===== src/rtl/mm4_pkg.sv =====
package mm4_pkg;

  // Item codes
  localparam logic OP_LOAD     = 1'b0;
  localparam logic OP_MULTIPLY = 1'b1;

  localparam logic TGT_LEFT  = 1'b0;
  localparam logic TGT_RIGHT = 1'b1;

  // Inner index of the last partial product of one dot product
  localparam logic [1:0] K_LAST   = 2'd3;
  localparam logic [1:0] ROW_LAST = 2'd3;

  typedef struct packed {
    logic        op;
    logic        target;
    logic [3:0]  position;
    logic [31:0] element;
  } in_beat_t;

  typedef struct packed {
    logic [3:0]  out_position;
    logic [31:0] product_value;
    logic        clipped;
    logic        last;
  } out_beat_t;

  // Control tag that travels with one left element along the chain
  typedef struct packed {
    logic       valid;
    logic [1:0] row;
    logic [1:0] k;
  } tok_t;

endpackage


===== src/rtl/mm4_cell.sv =====
module mm4_cell #(
  parameter int ELEM_WIDTH = 32,
  parameter int COL        = 0
) (
  input  logic                              clk_i,
  input  logic                              rst_ni,
  input  logic                              adv_i,
  input  logic                              wr_i,
  input  logic [3:0]                        wr_pos_i,
  input  logic [ELEM_WIDTH-1:0]             wr_data_i,
  input  mm4_pkg::tok_t                     tok_i,
  input  logic [ELEM_WIDTH-1:0]             a_i,
  output mm4_pkg::tok_t                     tok_o,
  output logic [ELEM_WIDTH-1:0]             a_o,
  output logic                              done_o,
  output logic [1:0]                        row_o,
  output logic [2*ELEM_WIDTH+1:0]           acc_o
);

  localparam int ProdW = 2 * ELEM_WIDTH;
  localparam int AccW  = ProdW + 2;
  localparam logic [1:0] ColId = COL[1:0];

  // One column of the right matrix, indexed by k
  logic [ELEM_WIDTH-1:0] col_q [4];

  mm4_pkg::tok_t         tok_q;
  logic [ELEM_WIDTH-1:0] a_q;
  logic [ProdW-1:0]      prod_q;
  logic [AccW-1:0]       acc_q, acc_d;
  logic                  done_q;
  logic [1:0]            row_q;

  always_ff @(posedge clk_i or negedge rst_ni) begin
    if (!rst_ni) begin
      for (int i = 0; i < 4; i++) begin
        col_q[i] <= '0;
      end
    end else if (wr_i && wr_pos_i[1:0] == ColId) begin
      col_q[wr_pos_i[3:2]] <= wr_data_i;
    end
  end

  always_comb begin
    acc_d = (tok_q.k == 2'd0) ? '0 : acc_q;
    acc_d = acc_d + AccW'($signed(prod_q));
  end

  always_ff @(posedge clk_i or negedge rst_ni) begin
    if (!rst_ni) begin
      tok_q  <= '0;
      done_q <= 1'b0;
      row_q  <= '0;
    end else if (adv_i) begin
      tok_q  <= tok_i;
      done_q <= tok_q.valid && tok_q.k == mm4_pkg::K_LAST;
      row_q  <= tok_q.row;
    end
  end

  // Datapath: multiply this beat, accumulate the previous one
  always_ff @(posedge clk_i) begin
    if (adv_i) begin
      a_q    <= a_i;
      prod_q <= ProdW'($signed(a_i)) * ProdW'($signed(col_q[tok_i.k]));
      if (tok_q.valid) begin
        acc_q <= acc_d;
      end
    end
  end

  assign tok_o  = tok_q;
  assign a_o    = a_q;
  assign done_o = done_q;
  assign row_o  = row_q;
  assign acc_o  = acc_q;

endmodule


===== config.mk =====
export PLATFORM = sky130hd
export DESIGN_NAME = mm4_cell
export DESIGN_NICKNAME = d
export VERILOG_FILES = /design/src/rtl/mm4_pkg.sv /design/src/rtl/mm4_cell.sv
export SDC_FILE = /design/constraint.sdc
export NUM_CORES = 2
export LEC_CHECK = 0
export BUFFER_PORTS_ARGS = -buffer_cell sky130_fd_sc_hd__buf_2
export CAP_MARGIN = 20
export CORE_MARGIN = 10
export CORE_UTILIZATION = 40
export DETAILED_ROUTE_END_ITERATION = 10
export GPL_ROUTABILITY_DRIVEN = 0
export MAX_ROUTING_LAYER = met4
export RECOVER_POWER = 50
export SYNTH_ARGS = -nofsm -noshare
export SYNTH_HDL_FRONTEND = slang
export SYNTH_SLANG_ARGS = --single-unit

===== constraint.sdc =====
create_clock -name clk_i -period 18.5 [get_ports clk_i]
set_clock_uncertainty 0.2 [all_clocks]
set_input_delay 2.775 -clock clk_i [delete_from_list [all_inputs] [get_ports clk_i]]
set_output_delay 2.775 -clock clk_i [all_outputs]
set_load 0.005 [all_outputs]

==> out/results.txt <==
largest area contributor in the netlist: fa_1
area share of the largest cell type after synthesis: 0.424
detailed-route DRC error count: 0
# port buffers: 182
Commonest cells post-synth: 1083 x fa_1, 1043 x inv_1, 602 x nand2_1
Setup Buffers After CTS: 0
clk buf depth: 3
TNS Setup: 0 ns
Die Y: 378 um
period utilisation layout: 0.657
root buf cell: clkbuf_16
worst-margin pin slew: 3.86 ns
Slew Viols, Final: 1412
row count: 131
top cells by area, synth: fa_1 42%, edfxtp_1 9.5%, inv_1 7.7%
Non-Filler Instances: 6754
r2r endpoint: prod_q[60]
startpoint types: input pin
Synth Register Bits: 298
Worst slew margin: -1.57
ys async rst share: 0.456
antenna violations before repair: 12
die area: 143000 um2
count leader, synth: fa_1
synthesized instance count: 5055
vias per cell: 5.18
worst-path maximum fanout: 34
Iter 0 DRT Violations: 2653
Cell Area, Synth: 51100 um2
H-tree levels: 2
Post-layout nets: 6458
WS Path Type: input pin to flip-flop
post-cts resize count: 0
area of the core: 127000 um2
r2r startpoint: col_q[2]
grt total ovfl: 0
Ys Warns: 0
hold violation total from the final report: 0
DP HPWL: 108000 um
fin crit period: 12.16 ns
CP Capture Type: flip-flop
largest net degree at the start of global routing: 74
share of cells above drive strength 1: 0.0851
I/O pin cnt: 183
Worst-Skew Late Latency: 0.63 ns
Register Area: 8270 um2
die width: 378 um
Inserted Clock Buffers: 39
failing checks: capacitance limit, slew limit
area of the multi-input gates: 37900 um2
ANT nets after route: 0
Unique masters post-synth: 69
Synth Area per Inst: 10.1 um2
hold crit path type: flip-flop to flip-flop
Post-Syn Nets: 6464
post-DR wirelength/cell: 21.1 um
number of flops mapped to enable cells by yosys: 162
CTS tree: yes
Post-CTS Hold Buffers: 0
status: finished with violations
number of fill cells: 12231
Top FF cell, synth: edfxtp_1
r2r worst-path depth: 26
post-route core utilization: 0.429
hold depth: 1
Area Growth Syn to Fin: 6.90%
R2R setup slack: 8.87 ns
sequential area share after synthesis: 0.162
first-pass GRT wire length: 226000 um
WP data arrival: 12.33 ns
vias in the first global route: 38623
fmax: 82.3 MHz
TritonRoute pass-1 iters: 6
Worst EP required: 18.67 ns
critical path startpoint: tok_i[0]
GRT Overall Usage: 0.210
clock-pin slew on the worst setup and hold paths: 0.05 ns
Setup-failing EPs final: 0
Post-Place Cells: 6670
max_cap viols: 39
Initial Util: 0.402
total wire length: 143000 um
Setup crit end: prod_q[60]
total vias in the final route: 35000
CTS Sinks: 298
unrepaired setup endpoints after global routing: false
==> per-stage QoR <==
stage | setup WS, ns | area, um2 | hold WS [ns]
floorplan | 6.56 | 51100 | 0.274
detailed placement | 5.70 | 53400 | 0.278
global route | 5.70 | 54700 | 0.315
global placement | 5.76 | 53400 | 0.279
CTS | 6.37 | 54800 | 0.291
finish | 6.34 | 54700 | 0.285
==> metal layers <==
layer	share of wire	up-vias	track usage
li1	-	15326	-
met1	0.44	18212	0.283
met2	0.45	1227	0.324
met3	0.077	235	0.0418
met4	0.026	0	0.0532
met5	0	-	-
==> state kept, by name (all words and copies together), names as in the netlist <==
register / cells
prod_q: 64
a_o: 32
done_o: 1
tok_o: 5
acc_o: 66
row_o: 2
col_q: 128
==> worst max-delay path: stages <==
cell and delay, ns:
buf_2 0.07, buf_4 0.54, mux4_2 0.92, nand2_1 0.24
inv_1 0.13, fa_1 0.54, inv_1 0.07, fa_1 0.55
inv_1 0.06, fa_1 0.74, fa_1 0.94, inv_1 0.39
fa_1 0.58, inv_1 0.06, fa_1 0.55, fa_1 0.43
fa_1 0.48, ha_1 0.37, inv_1 0.21, o21bai_1 0.12
a21oi_1 0.16, o31ai_1 0.09, a21oi_1 0.15, nor2_1 0.05
a211oi_1 0.33, a21boi_1 0.21, a221o_1 0.37, xor2_1 0.14
==> logic make-up after synthesis <==
kind of cell | share of synthesized area
and+or+nand+nor | 0.134
DFF | 0.162
adders and majority gates | 0.485
muxes | 0.0442
xor gates and xnor gates | 0.0228
buffers and inverters | 0.0963
AOI/OAI and AO/OA | 0.0558
==> final cells by class <==
cell class,count,share of cell area
Sequential cell,298,0.151
Inverter,1043,0.0716
Multi-Input combinational cell,3448,0.694
Timing Repair Buffer,219,0.0199
Tap cell,1662,0.0380
Clock buffer,52,0.0202
Antenna cell,14,0.000641
Clock inverter,18,0.00423
==> worst min-delay path by stage <==
stage / slack [ns] / start / to
3_5_place_dp: 0.28 / done_o / done_o
4_1_cts: 0.29 / done_o / done_o
3_3_place_gp: 0.28 / done_o / done_o
5_1_grt: 0.32 / done_o / done_o
2_1_floorplan: 0.27 / col_q[39] / col_q[39]
6_report: 0.29 / done_o / done_o
==> cell usage in the layout, fill, tap and decap left out, types with 84 or more instances in the layout <==
master | synthesis | layout
nand2_1 | 602 | 602
a21o_1 | 90 | 90
a21oi_1 | 124 | 124
xnor2_1 | 84 | 84
nor2_1 | 90 | 90
dfrtp_1 | 136 | 136
ha_1 | 249 | 249
edfxtp_1 | 162 | 162
fa_1 | 1083 | 1083
inv_1 | 1043 | 1043
mux2_2 | 136 | 136
buf_2 | 1 | 160
and2_1 | 478 | 477
Power is not shown: default switching activity piles up to over one toggle a cycle in this logic, so the estimate is an artifact.
